File: src/hw/rtl/bchd_pkg.sv
// ----------------------------------------------------------------------------
// Button click and hold detector package
// Types, register map, codes and limits that the detector modules share.
// ----------------------------------------------------------------------------
package bchd_pkg;

  localparam int unsigned BUTTONS = 8;

  localparam int unsigned CNT_W  = 20;
  localparam int unsigned ADDR_W = 5;
  localparam int unsigned DATA_W = 32;

  localparam logic [9:0]  MS_PER_S           = 10'd1000;
  localparam logic [9:0]  MOMENTARY_GUARD_MS = 10'd500;
  localparam logic [7:0]  CLICK_MAX          = 8'hff;

  localparam int unsigned QUEUE_DEPTH = 4;
  localparam int unsigned QPTR_W      = $clog2(QUEUE_DEPTH);
  localparam int unsigned QCNT_W      = $clog2(QUEUE_DEPTH + 1);

  typedef enum logic [2:0] {
    REG_CLICK_GAP  = 3'd0,
    REG_HOLD_THR   = 3'd1,
    REG_HOLD_REP   = 3'd2,
    REG_RESET_HOLD = 3'd3,
    REG_MODES      = 3'd4,
    REG_ACTIONS    = 3'd5
  } reg_idx_t;

  typedef enum logic [1:0] {
    FUNC_TICK    = 2'd0,
    FUNC_PRESS   = 2'd1,
    FUNC_RELEASE = 2'd2,
    FUNC_NONE    = 2'd3
  } func_t;

  typedef enum logic [1:0] {
    EV_CLICK   = 2'd0,
    EV_HOLD    = 2'd1,
    EV_COMMAND = 2'd2,
    EV_FACTORY = 2'd3
  } event_t;

  typedef enum logic [1:0] {
    CMD_OFF    = 2'd0,
    CMD_ON     = 2'd1,
    CMD_TOGGLE = 2'd2
  } cmd_t;

  typedef enum logic [1:0] {
    MODE_TOGGLE    = 2'd0,
    MODE_MOMENTARY = 2'd1,
    MODE_MULTI     = 2'd2,
    MODE_MULTI_ALT = 2'd3
  } mode_t;

  typedef enum logic [1:0] {
    ACT_ON_OFF = 2'd0,
    ACT_OFF_ON = 2'd1,
    ACT_TOGGLE = 2'd2,
    ACT_NONE   = 2'd3
  } action_t;

  typedef enum logic [2:0] {
    PH_IDLE      = 3'd0,
    PH_WAIT_MODE = 3'd1,
    PH_CLICKS    = 3'd2,
    PH_HOLD      = 3'd3,
    PH_WAIT_END  = 3'd4
  } phase_t;

  typedef struct packed {
    logic [1:0] func;
    logic [2:0] button;
  } in_item_t;

  typedef struct packed {
    logic [1:0] event_res;
    logic [2:0] which_button;
    logic [7:0] click_total;
    logic [1:0] command;
    logic       last;
  } out_item_t;

  typedef struct packed {
    logic [15:0] click_gap_ms;
    logic [15:0] hold_threshold_ms;
    logic [15:0] hold_repeat_ms;
    logic [7:0]  reset_hold_s;
    logic [15:0] button_modes;
    logic [15:0] button_actions;
  } cfg_t;

  typedef struct packed {
    logic      push0;
    logic      push1;
    out_item_t res0;
    out_item_t res1;
  } push_t;

  function automatic out_item_t make_res(event_t ev, logic [2:0] btn, logic [7:0] clicks,
                                         cmd_t cmd, logic last);
    out_item_t r;
    r.event_res    = ev;
    r.which_button = btn;
    r.click_total  = clicks;
    r.command      = cmd;
    r.last         = last;
    return r;
  endfunction

endpackage

File: src/hw/rtl/button_click_hold_detector_core.sv
// ----------------------------------------------------------------------------
// Button click and hold detector
// Counts clicks, detects holds and factory-reset presses, and issues
// on/off/toggle commands from a stream of millisecond ticks and key events.
// ----------------------------------------------------------------------------
// The block takes one item (tick, press or release) in every cycle while
// in_stall is low and updates its phase and elapsed-time counters in that
// same cycle. Results go into a four-entry queue that feeds the output
// channel one transfer a cycle while out_stall is low. A release can produce
// two results (factory reset then a command), and the momentary press before
// it one more; in_stall rises whenever the queue holds more than two results,
// so two free slots are there whenever an item is taken.
module button_click_hold_detector_core (
  input  logic                        clk,
  input  logic                        rst_n,
  input  logic                        in_valid,
  output logic                        in_stall,
  input  bchd_pkg::in_item_t          in_data,
  output logic                        out_valid,
  input  logic                        out_stall,
  output bchd_pkg::out_item_t         out_data,
  input  logic                        psel,
  input  logic                        penable,
  input  logic                        pwrite,
  input  logic [bchd_pkg::ADDR_W-1:0] paddr,
  input  logic [bchd_pkg::DATA_W-1:0] pwdata,
  output logic [bchd_pkg::DATA_W-1:0] prdata,
  output logic                        pready
);
  import bchd_pkg::*;

  cfg_t  cfg;
  push_t push;
  logic  accept;

  phase_t           phase_r, phase_nxt;
  logic             act_valid_r, act_valid_nxt;
  logic [2:0]       act_idx_r, act_idx_nxt;
  logic [7:0]       clicks_r, clicks_nxt;
  logic [CNT_W-1:0] press_el_r, press_el_nxt;
  logic [CNT_W-1:0] action_el_r, action_el_nxt;
  logic [CNT_W-1:0] reset_el_r, reset_el_nxt;

  logic [CNT_W-1:0] press_inc, action_inc, reset_inc;
  logic [17:0]      reset_lim;
  logic             btn_ok;
  mode_t            press_mode;
  action_t          press_act, rel_act;
  logic             click_fire, hold_first, hold_rep;
  logic             factory_fire, press_cmd, rel_cmd;
  cmd_t             press_cmd_val, rel_cmd_val;
  func_t            func;

  bchd_cfg_regs u_cfg (
    .clk     (clk),
    .rst_n   (rst_n),
    .psel    (psel),
    .penable (penable),
    .pwrite  (pwrite),
    .paddr   (paddr),
    .pwdata  (pwdata),
    .prdata  (prdata),
    .pready  (pready),
    .cfg     (cfg)
  );

  bchd_res_queue u_queue (
    .clk       (clk),
    .rst_n     (rst_n),
    .push      (push),
    .no_room   (in_stall),
    .out_valid (out_valid),
    .out_stall (out_stall),
    .out_data  (out_data)
  );

  assign accept = in_valid && !in_stall;
  assign func   = func_t'(in_data.func);

  assign press_inc  = (press_el_r == '1) ? press_el_r : press_el_r + CNT_W'(1);
  assign action_inc = (action_el_r == '1) ? action_el_r : action_el_r + CNT_W'(1);
  assign reset_inc  = (reset_el_r == '1) ? reset_el_r : reset_el_r + CNT_W'(1);
  assign reset_lim  = 18'(cfg.reset_hold_s) * 18'(MS_PER_S);

  assign btn_ok     = 32'(in_data.button) < BUTTONS;
  assign press_mode = mode_t'(cfg.button_modes[{in_data.button, 1'b0} +: 2]);
  assign press_act  = action_t'(cfg.button_actions[{in_data.button, 1'b0} +: 2]);
  assign rel_act    = action_t'(cfg.button_actions[{act_idx_r, 1'b0} +: 2]);

  assign click_fire = (phase_r == PH_CLICKS) && (action_inc > CNT_W'(cfg.click_gap_ms));
  assign hold_first = (phase_r == PH_WAIT_MODE)
                      && (press_inc > CNT_W'(cfg.hold_threshold_ms));
  assign hold_rep   = (phase_r == PH_HOLD) && (press_inc > CNT_W'(cfg.hold_repeat_ms));

  assign factory_fire = reset_el_r > CNT_W'(reset_lim);
  assign press_cmd    = btn_ok && (press_mode == MODE_MOMENTARY) && (press_act != ACT_NONE);
  assign rel_cmd      = (phase_r == PH_WAIT_END) && act_valid_r
                        && (action_el_r > CNT_W'(MOMENTARY_GUARD_MS))
                        && (rel_act != ACT_NONE);

  always_comb begin
    case (press_act)
      ACT_ON_OFF: press_cmd_val = CMD_ON;
      ACT_OFF_ON: press_cmd_val = CMD_OFF;
      default:    press_cmd_val = CMD_TOGGLE;
    endcase
    case (rel_act)
      ACT_ON_OFF: rel_cmd_val = CMD_OFF;
      ACT_OFF_ON: rel_cmd_val = CMD_ON;
      default:    rel_cmd_val = CMD_TOGGLE;
    endcase
  end

  // Next state.
  always_comb begin
    phase_nxt     = phase_r;
    act_valid_nxt = act_valid_r;
    act_idx_nxt   = act_idx_r;
    clicks_nxt    = clicks_r;
    press_el_nxt  = press_el_r;
    action_el_nxt = action_el_r;
    reset_el_nxt  = reset_el_r;
    unique case (func)
      FUNC_TICK: begin
        press_el_nxt  = press_inc;
        action_el_nxt = action_inc;
        reset_el_nxt  = reset_inc;
        if (click_fire) begin
          phase_nxt  = PH_IDLE;
          clicks_nxt = '0;
        end else if (hold_first) begin
          phase_nxt    = PH_HOLD;
          press_el_nxt = '0;
        end else if (hold_rep) begin
          press_el_nxt = '0;
        end
      end
      FUNC_PRESS: begin
        if (btn_ok) begin
          reset_el_nxt  = '0;
          press_el_nxt  = '0;
          act_valid_nxt = 1'b1;
          act_idx_nxt   = in_data.button;
          if ((press_mode == MODE_MOMENTARY) || (press_mode == MODE_TOGGLE)) begin
            phase_nxt = PH_WAIT_END;
          end else begin
            phase_nxt = PH_WAIT_MODE;
          end
        end
      end
      FUNC_RELEASE: begin
        if (phase_r == PH_WAIT_MODE) begin
          if (clicks_r != CLICK_MAX) begin
            clicks_nxt = clicks_r + 8'd1;
          end
          action_el_nxt = '0;
          phase_nxt     = PH_CLICKS;
        end else begin
          act_valid_nxt = 1'b0;
          phase_nxt     = PH_IDLE;
        end
      end
      default: ;
    endcase
  end

  // Results.
  always_comb begin
    push.push0 = 1'b0;
    push.push1 = 1'b0;
    push.res0  = make_res(EV_CLICK, act_idx_r, clicks_r, CMD_OFF, 1'b1);
    push.res1  = make_res(EV_COMMAND, act_idx_r, 8'd0, rel_cmd_val, 1'b1);
    unique case (func)
      FUNC_TICK: begin
        if (click_fire) begin
          push.push0 = accept;
        end else if (hold_first || hold_rep) begin
          push.push0 = accept;
          push.res0  = make_res(EV_HOLD, act_idx_r, 8'd0, CMD_OFF, 1'b1);
        end
      end
      FUNC_PRESS: begin
        push.push0 = accept && press_cmd;
        push.res0  = make_res(EV_COMMAND, in_data.button, 8'd0, press_cmd_val, 1'b1);
      end
      FUNC_RELEASE: begin
        if (factory_fire) begin
          push.push0 = accept;
          push.push1 = accept && rel_cmd;
          push.res0  = make_res(EV_FACTORY, act_valid_r ? act_idx_r : 3'd0, 8'd0,
                                CMD_OFF, !rel_cmd);
        end else begin
          push.push0 = accept && rel_cmd;
          push.res0  = make_res(EV_COMMAND, act_idx_r, 8'd0, rel_cmd_val, 1'b1);
        end
      end
      default: ;
    endcase
  end

  always_ff @(posedge clk) begin
    if (!rst_n) begin
      phase_r     <= PH_IDLE;
      act_valid_r <= 1'b0;
      act_idx_r   <= '0;
      clicks_r    <= '0;
      press_el_r  <= '0;
      action_el_r <= '0;
      reset_el_r  <= '0;
    end else if (accept) begin
      phase_r     <= phase_nxt;
      act_valid_r <= act_valid_nxt;
      act_idx_r   <= act_idx_nxt;
      clicks_r    <= clicks_nxt;
      press_el_r  <= press_el_nxt;
      action_el_r <= action_el_nxt;
      reset_el_r  <= reset_el_nxt;
    end
  end

endmodule

File: src/hw/rtl/bchd_cfg_regs.sv
// ----------------------------------------------------------------------------
// Button click and hold detector configuration registers
// APB-style register file holding the timing limits and per-button settings.
// ----------------------------------------------------------------------------
module bchd_cfg_regs (
  input  logic                       clk,
  input  logic                       rst_n,
  input  logic                       psel,
  input  logic                       penable,
  input  logic                       pwrite,
  input  logic [bchd_pkg::ADDR_W-1:0] paddr,
  input  logic [bchd_pkg::DATA_W-1:0] pwdata,
  output logic [bchd_pkg::DATA_W-1:0] prdata,
  output logic                       pready,
  output bchd_pkg::cfg_t             cfg
);
  import bchd_pkg::*;

  cfg_t     cfg_r;
  reg_idx_t idx;
  logic     wr_en;

  assign pready = 1'b1;
  assign idx    = reg_idx_t'(paddr[ADDR_W-1:2]);
  assign wr_en  = psel && penable && pwrite && pready;
  assign cfg    = cfg_r;

  always_ff @(posedge clk) begin
    if (!rst_n) begin
      cfg_r.click_gap_ms      <= 16'd300;
      cfg_r.hold_threshold_ms <= 16'd1000;
      cfg_r.hold_repeat_ms    <= 16'd500;
      cfg_r.reset_hold_s      <= 8'd10;
      cfg_r.button_modes      <= 16'haaaa;
      cfg_r.button_actions    <= 16'h0000;
    end else if (wr_en) begin
      unique case (idx)
        REG_CLICK_GAP:  cfg_r.click_gap_ms      <= pwdata[15:0];
        REG_HOLD_THR:   cfg_r.hold_threshold_ms <= pwdata[15:0];
        REG_HOLD_REP:   cfg_r.hold_repeat_ms    <= pwdata[15:0];
        REG_RESET_HOLD: cfg_r.reset_hold_s      <= pwdata[7:0];
        REG_MODES:      cfg_r.button_modes      <= pwdata[15:0];
        REG_ACTIONS:    cfg_r.button_actions    <= pwdata[15:0];
        default: ;
      endcase
    end
  end

  always_comb begin
    unique case (idx)
      REG_CLICK_GAP:  prdata = {16'd0, cfg_r.click_gap_ms};
      REG_HOLD_THR:   prdata = {16'd0, cfg_r.hold_threshold_ms};
      REG_HOLD_REP:   prdata = {16'd0, cfg_r.hold_repeat_ms};
      REG_RESET_HOLD: prdata = {24'd0, cfg_r.reset_hold_s};
      REG_MODES:      prdata = {16'd0, cfg_r.button_modes};
      REG_ACTIONS:    prdata = {16'd0, cfg_r.button_actions};
      default:        prdata = '0;
    endcase
  end

endmodule

File: src/hw/rtl/bchd_res_queue.sv
// ----------------------------------------------------------------------------
// Button click and hold detector result queue
// Small queue: up to two results in a cycle, one out a cycle if not stalled.
// ----------------------------------------------------------------------------
module bchd_res_queue (
  input  logic                clk,
  input  logic                rst_n,
  input  bchd_pkg::push_t     push,
  output logic                no_room,
  output logic                out_valid,
  input  logic                out_stall,
  output bchd_pkg::out_item_t out_data
);
  import bchd_pkg::*;

  out_item_t         mem [QUEUE_DEPTH];
  logic [QPTR_W-1:0] wr_ptr_r, wr_ptr_nxt;
  logic [QPTR_W-1:0] rd_ptr_r, rd_ptr_nxt;
  logic [QCNT_W-1:0] count_r, count_nxt;
  logic [QPTR_W-1:0] wr_ptr_p1;
  logic              pop;
  logic [QCNT_W-1:0] n_push;

  assign no_room   = count_r > QCNT_W'(QUEUE_DEPTH - 2);
  assign out_valid = count_r != '0;
  assign out_data  = mem[rd_ptr_r];
  assign pop       = out_valid && !out_stall;
  assign wr_ptr_p1 = wr_ptr_r + QPTR_W'(1);
  assign n_push    = QCNT_W'(push.push0) + QCNT_W'(push.push1);

  always_comb begin
    wr_ptr_nxt = wr_ptr_r + QPTR_W'(n_push);
    rd_ptr_nxt = pop ? rd_ptr_r + QPTR_W'(1) : rd_ptr_r;
    count_nxt  = count_r + n_push - QCNT_W'(pop);
  end

  always_ff @(posedge clk) begin
    if (!rst_n) begin
      wr_ptr_r <= '0;
      rd_ptr_r <= '0;
      count_r  <= '0;
    end else begin
      wr_ptr_r <= wr_ptr_nxt;
      rd_ptr_r <= rd_ptr_nxt;
      count_r  <= count_nxt;
    end
  end

  always_ff @(posedge clk) begin
    if (push.push0) begin
      mem[wr_ptr_r] <= push.res0;
    end
    if (push.push1) begin
      mem[wr_ptr_p1] <= push.res1;
    end
  end

endmodule
File: config.mk
export PLATFORM = sky130hd
export DESIGN_NAME = button_click_hold_detector_core
export DESIGN_NICKNAME = d
export VERILOG_FILES = /design/src/hw/rtl/bchd_pkg.sv /design/src/hw/rtl/button_click_hold_detector_core.sv /design/src/hw/rtl/bchd_cfg_regs.sv /design/src/hw/rtl/bchd_res_queue.sv
export SDC_FILE = /design/constraint.sdc
export NUM_CORES = 1
export LEC_CHECK = 0
export BUFFER_PORTS_ARGS = -buffer_cell sky130_fd_sc_hd__buf_2
export CAP_MARGIN = 0
export CORE_MARGIN = 2
export CORE_UTILIZATION = 50
export DETAILED_ROUTE_END_ITERATION = 6
export PLACE_DENSITY = 0.79
export SYNTH_ARGS = -nofsm -noshare
export SYNTH_HDL_FRONTEND = slang
export SYNTH_HIERARCHICAL = 1
export SYNTH_SLANG_ARGS = --single-unit
export TNS_END_PERCENT = 1
File: constraint.sdc
create_clock -name clk -period 7.59 [get_ports clk]
set_input_delay 1.518 -clock clk [delete_from_list [all_inputs] [get_ports clk]]
set_output_delay 1.518 -clock clk [all_outputs]
set_load 0.02 [all_outputs]
======== After elaboration in Yosys (flattened, before gate mapping) ========
Memory sizes are Yosys's and may differ from the RTL's. A register that Yosys moved wholly into a read port is not among the register bits.
Index checks and enable logic that the tools add are counted.
cells by class
  mux-type cells .......................... 41
  add/subtract/negate cells ............... 10
  equal/unequal tests ..................... 26
  reductions and logical operators ........ 41
  shifts and indexed selects .............. 3
  magnitude comparators ................... 6
  $mul .................................... 1
operators with widths
  kind                                                                              count
  20-bit two-way mux                                                                7
  20-bit case mux with 2 select lines                                               3
  16-bit case mux with 6 select lines                                               1
  20-bit by 1-bit adder with 20-bit output, second input constant                   3
  20-bit equality test, second input constant                                       3
  20-bit by 16-bit greater-than comparator with 1-bit output                        3
  16-bit case mux with 3 select lines                                               1
  16-bit by 5-bit indexed part select with 2-bit output                             3
  15-bit two-way mux                                                                3
  8-bit two-way mux                                                                 3
  20-bit by 18-bit greater-than comparator with 1-bit output                        1
  20-bit by 9-bit greater-than comparator with 1-bit output, second input constant  1
  8-bit case mux with 2 select lines                                                1
  2-bit AND reduction                                                               8
  8-bit by 7-bit multiplier with 15-bit output, second input constant               1
  2-bit inequality test, second input constant                                      7
  1-bit logical AND                                                                 13
  3-bit by 2-bit equality test with 1-bit output, second input constant             4
  3-bit two-way mux                                                                 4
  3-bit AND reduction                                                               4
  1-bit two-way mux                                                                 10
  3-bit equality test, second input constant                                        3
  3-bit case mux with 3 select lines                                                1
  8-bit by 1-bit adder with 8-bit output, second input constant                     1
  22 further kinds                                                                  39
storage, ports and cells
  output and inout port bits .............. 51
  RAM bits ................................ 64
  input bits .............................. 49
  register bits after elaboration ......... 170
  memories kept ........................... 1
memory list
  name         depth  bits a word  rd ports  clocked after memory_dff  wr ports  RTL line              text
  u_queue.mem  4      16           1         1                         2         bchd_res_queue.sv:16  out_item_t mem [QUEUE_DEPTH];

======== Logic depth before layout (Yosys ltp) ========
  word-level depth ........................ 11
  depth in mapped cells ................... 33
  gate-level depth less buffers ........... 33

======== Cells and area by module ========
Netlist, hierarchy kept.
modules (own cells, without submodules)
  module                           cells each  area each (um^2)  times used  seq. area each (um^2)
  button_click_hold_detector_core  973         7911.3            1           1501.4
  bchd_cfg_regs                    442         4176.5            1           1761.7
  bchd_res_queue                   207         3594.7            1           2102.0

======== Worst setup path after synthesis ========
No wires, ideal clock.
  kind .................................... register to register
  start ................................... register u_cfg.cfg_r (netlist bit u_cfg/cfg[33])
  end ..................................... register u_queue.count_r[2]
  buffers on the path ..................... 0
  cell stages (with the launch flop) ...... 34
  arrival ................................. 6.901 ns
  data required time ...................... 7.475 ns
  path slack .............................. 0.575 ns
  path through ............................ dfxtp_1 fa_1 xor2_1 ha_1 inv_1 fa_1 fa_1 inv_1 ha_1 o21ai_0 a21oi_1 o21ai_0 a21oi_1 o21a_1 nor4_1 a311oi_1 ha_1 nand4_1 or3_1 o41a_1 o31ai_1 nand2_1 nor2_1 o311ai_1 ha_1 inv_1 ha_1 inv_1 ha_1 inv_1 fa_1 xor2_1 xnor2_1 and2_1
RTL lines
  item                  RTL line              text
  from (decl)           bchd_cfg_regs.sv:19   cfg_t cfg_r;
  to (signal assigned)  bchd_res_queue.sv:45  count_r <= count_nxt;
  to (decl)             bchd_res_queue.sv:19  logic [QCNT_W-1:0] count_r, count_nxt;

==> flow_summary.ini <==
[yosys]
synthAdderAreaFrac = 0.1206
synth_cell_types = 93
ys_seq_area_frac = 0.3421
async_flop_share = 0
syn_area_per_cell_um2 = 9.669
syn_area_um2 = 15680
ys.flop_type = dfxtp_1
synthXorXnorAreaFrac = 0.03239
ys_seq_elements = 236
synth-edff-count = 64
synth_compound_area_frac = 0.1272
synth_top_family_by_area = multiplexers
ys_warn_count = 6
synth.area.mux_share = 0.1577
synthSimpleGateAreaFrac = 0.1565
postSynthCellCount = 1622

[setup_path]
crit_fanout = 5
slowest_delay_ps = 530
slowest_stage = fa_1
cp.required_ps = 8020
reg2reg_to = u_queue/count_r[2]
cp-end-kind = flop
startpoint_type = flop
r2r_slack_ps = 330
worst-r2r-cell-count = 33
cp.arrival_ps = 7700
worstSetupPathType = reg -> reg
rr_startpoint = u_cfg/cfg[34]

[power]
switchingPower_mw = 0.8150
intPower_mw = 2.169
seq_power_share = 0.454
ir_worst_vdd_mv = 0.1555
power.leakage_nw = 7.268
total_power_mw = 2.984
p_clk_frac = 0.404
switching_share = 0.2731
p_comb_frac = 0.142
powerDensity_nw_per_um2 = 173.4

[placed_design]
place_area_um2 = 16310
io_buffer_count = 64
place_congestion = 0.8999
dp_hpwl_mm = 27.66

[timing]
fmax_ghz = 0.1376
drv_slew = 0
finalHoldViolCount = 0
fin_skew_ps = 13.06
relSlewSlack = 0.1748
setup_viol = 0
fin_crit_ps = 7265
post-route-period-util = 0.9572
whs_ps = 481.1
worst-slew-pin-transition_ps = 1233

[clocking]
clk_latency_ps = 540
cts_buffers = 26
cts-root-buf = clkbuf_16
cts.htree.levels = 1
clock_path_buffers = 3
clock_sinks = 236
cts_hold_buffers = 0
cts.clk_slew.worst_paths_ps = 60
cts_tree = yes

[hold_path]
hold_path.class = reg -> reg
hold_depth = 2
hold_path_startpoint = u_cfg/cfg[28]
hold_end = u_cfg/cfg[28]

[final_layout]
drive_gt1_frac = 0.1668
multi_input_area_um2 = 9624
final_common_cell = dfxtp_1
seq_area_um2 = 5369
syn2layout_area_growth_pct = 9.742
nets = 1883
finalInstanceArea_um2 = 17210
nFillCells = 2619
layout_common_cells = 169 x dfxtp_1, 151 x nand2_1, 124 x inv_1, 116 x ha_1, 85 x mux2_2
antenna_cells = 0

[drt]
drtAntennaViolNets = 0
viasPerCell = 5.913
drc = 0
wl_per_cell_um = 18.23
dr.pass1.iters = 5
wl_mm = 38.48
drt_iter0_markers = 1023
vias = 12482

[global_route]
gr-total-overflow = 0
grt_pass1_vias = 12133
grtUsageTotal = 0.2323
grt_pass1_wl_mm = 62.69
grt_max_degree = 93
antenna_found_initial = 0

[die]
core_region_area_um2 = 30750
die_h_um = 181.1
ioPinCount = 100
row_count = 64
die_w_um = 181.1
die_area_um2 = 32800
start_util = 0.5100

[status]
status = finished, final reports clean

[run]
cap_violations = 0
-- synth_stat cells (7+ instances only) --
| cell | number | share of area |
|---|---|---|
| mux4_2 | 30 | 0.043 |
| buf_4 | 24 | 0.011 |
| mux2_2 | 85 | 0.061 |
| and4_1 | 9 | 0.0050 |
| o21ai_1 | 8 | 0.0026 |
| a22o_1 | 10 | 0.0056 |
| dfxtp_1 | 172 | 0.22 |
| nor3_1 | 33 | 0.011 |
| a31oi_1 | 13 | 0.0052 |
| fa_1 | 22 | 0.028 |
| o22ai_1 | 8 | 0.0032 |
| o21a_1 | 11 | 0.0053 |
| a21o_1 | 16 | 0.0077 |
| inv_1 | 125 | 0.030 |
| xor2_1 | 25 | 0.014 |
| o211ai_1 | 15 | 0.0072 |
| nor4_1 | 9 | 0.0036 |
| nand2_1 | 151 | 0.036 |
| nor2b_1 | 35 | 0.014 |
| edfxtp_1 | 64 | 0.12 |
| a21oi_1 | 70 | 0.022 |
| nand3_1 | 45 | 0.014 |
| mux2i_1 | 84 | 0.054 |
| or3_1 | 12 | 0.0048 |
| nand2b_1 | 16 | 0.0064 |
| buf_2 | 13 | 0.0041 |
| a221oi_1 | 7 | 0.0039 |
| and3_1 | 9 | 0.0036 |
| xnor2_1 | 33 | 0.018 |
| o21ai_0 | 59 | 0.019 |
| clkbuf_1 | 45 | 0.011 |
| a22oi_1 | 27 | 0.013 |
| nand4_1 | 24 | 0.0096 |
| ha_1 | 116 | 0.093 |
| and2_1 | 15 | 0.0060 |
| nor2_1 | 77 | 0.018 |
-- power by group through the flow --
stage               Combinational [mW]  Clock (mW)  Sequential, mW
floorplan                        0.344           0            1.35
global placement                 0.405           0            1.38
detailed placement               0.417           0            1.38
CTS                              0.419        1.22            1.36
global route                     0.467        1.26            1.36
finish                           0.424        1.20            1.36
-- layer usage --
layer	wire [um]	global-route usage	share of wire
met1	16790	0.3199	0.44
met2	17880	0.3821	0.46
met3	2862	0.03165	0.074
met4	949	0.06699	0.025
met5	0	0	0
-- through the flow --
| step | setup WS (ps) | utilization | std cells | TNS, ps |
|---|---|---|---|---|
| 2_1_floorplan | 574.5 | - | 1679 | 0 |
| 3_3_place_gp | 128.5 | 0.5305 | 2061 | 0 |
| 5_1_grt | -48.80 | 0.5597 | 2111 | -48.80 |
| 4_1_cts | 47.73 | 0.5567 | 2109 | 0 |
| 3_5_place_dp | -73.63 | 0.5305 | 2061 | -73.63 |
| 6_report | 325.1 | 0.5597 | 2111 | 0 |
-- how the worst max path moves through the flow --
stage | from | endpoint | slack, ps | depth (start not counted)
final | u_cfg/cfg[34] | u_queue/count_r[2] | 330 | 33
after global routing | u_cfg/cfg[34] | u_queue/count_r[2] | -50 | 33
after CTS | u_cfg/cfg[33] | u_queue/count_r[2] | 50 | 33
after detailed placement | u_cfg/cfg[33] | u_queue/count_r[2] | -70 | 33
after global placement | u_cfg/cfg[33] | u_queue/count_r[2] | 130 | 33
after floorplan | u_cfg/cfg[33] | u_queue/count_r[2] | 570 | 33
-- repair_timing --
| item | 4_1_cts | 5_1_grt |
|---|---|---|
| buffers inserted | 1 | 2 |
| setup endpoints to repair | 1 | 2 |
| gates resized for setup | 1 | 18 |
| cloned | 0 | 0 |
| pin swaps | 1 | 7 |
-- worst max-delay path, delay by kind of cell, from the launching register on --
kind	cells	cell delay (ps)
compound gates	7	990
buf+inv	7	490
xor+xnor	2	280
fa+ha+maj	10	3670
flops	1	350
simple gates	7	1370
-- sequential cells by signal, summed over array words and instances (netlist names), named ones only --
register          cells
press_el_r           20
act_valid_r           1
act_idx_r             3
clicks_r              8
u_cfg/cfg            88
u_queue/mem          64
u_queue/count_r       3
reset_el_r           20
u_queue/rd_ptr_r      2
u_queue/wr_ptr_r      2
phase_r               3
action_el_r          20
-- final cells by class --
class                           instances  share of cell area
Tap cell                              396             0.02879
Timing Repair Buffer                   81             0.02617
Clock inverter                          9            0.004798
Sequential cell                       236              0.3120
Inverter                              126             0.02748
Multi-Input combinational cell       1225              0.5592
Clock buffer                           38             0.04158
-- cell families (layout without fill, tap and decap cells) --
family | after synthesis | count (layout)
simple gates | 474 | 474
compound gates | 295 | 295
flops | 236 | 236
buf+inv | 218 | 254
mux | 199 | 199
fa+ha+maj | 138 | 138
xor+xnor | 58 | 58
other cells | 4 | 61
No activity file was read; power rests on OpenSTA's default activity.
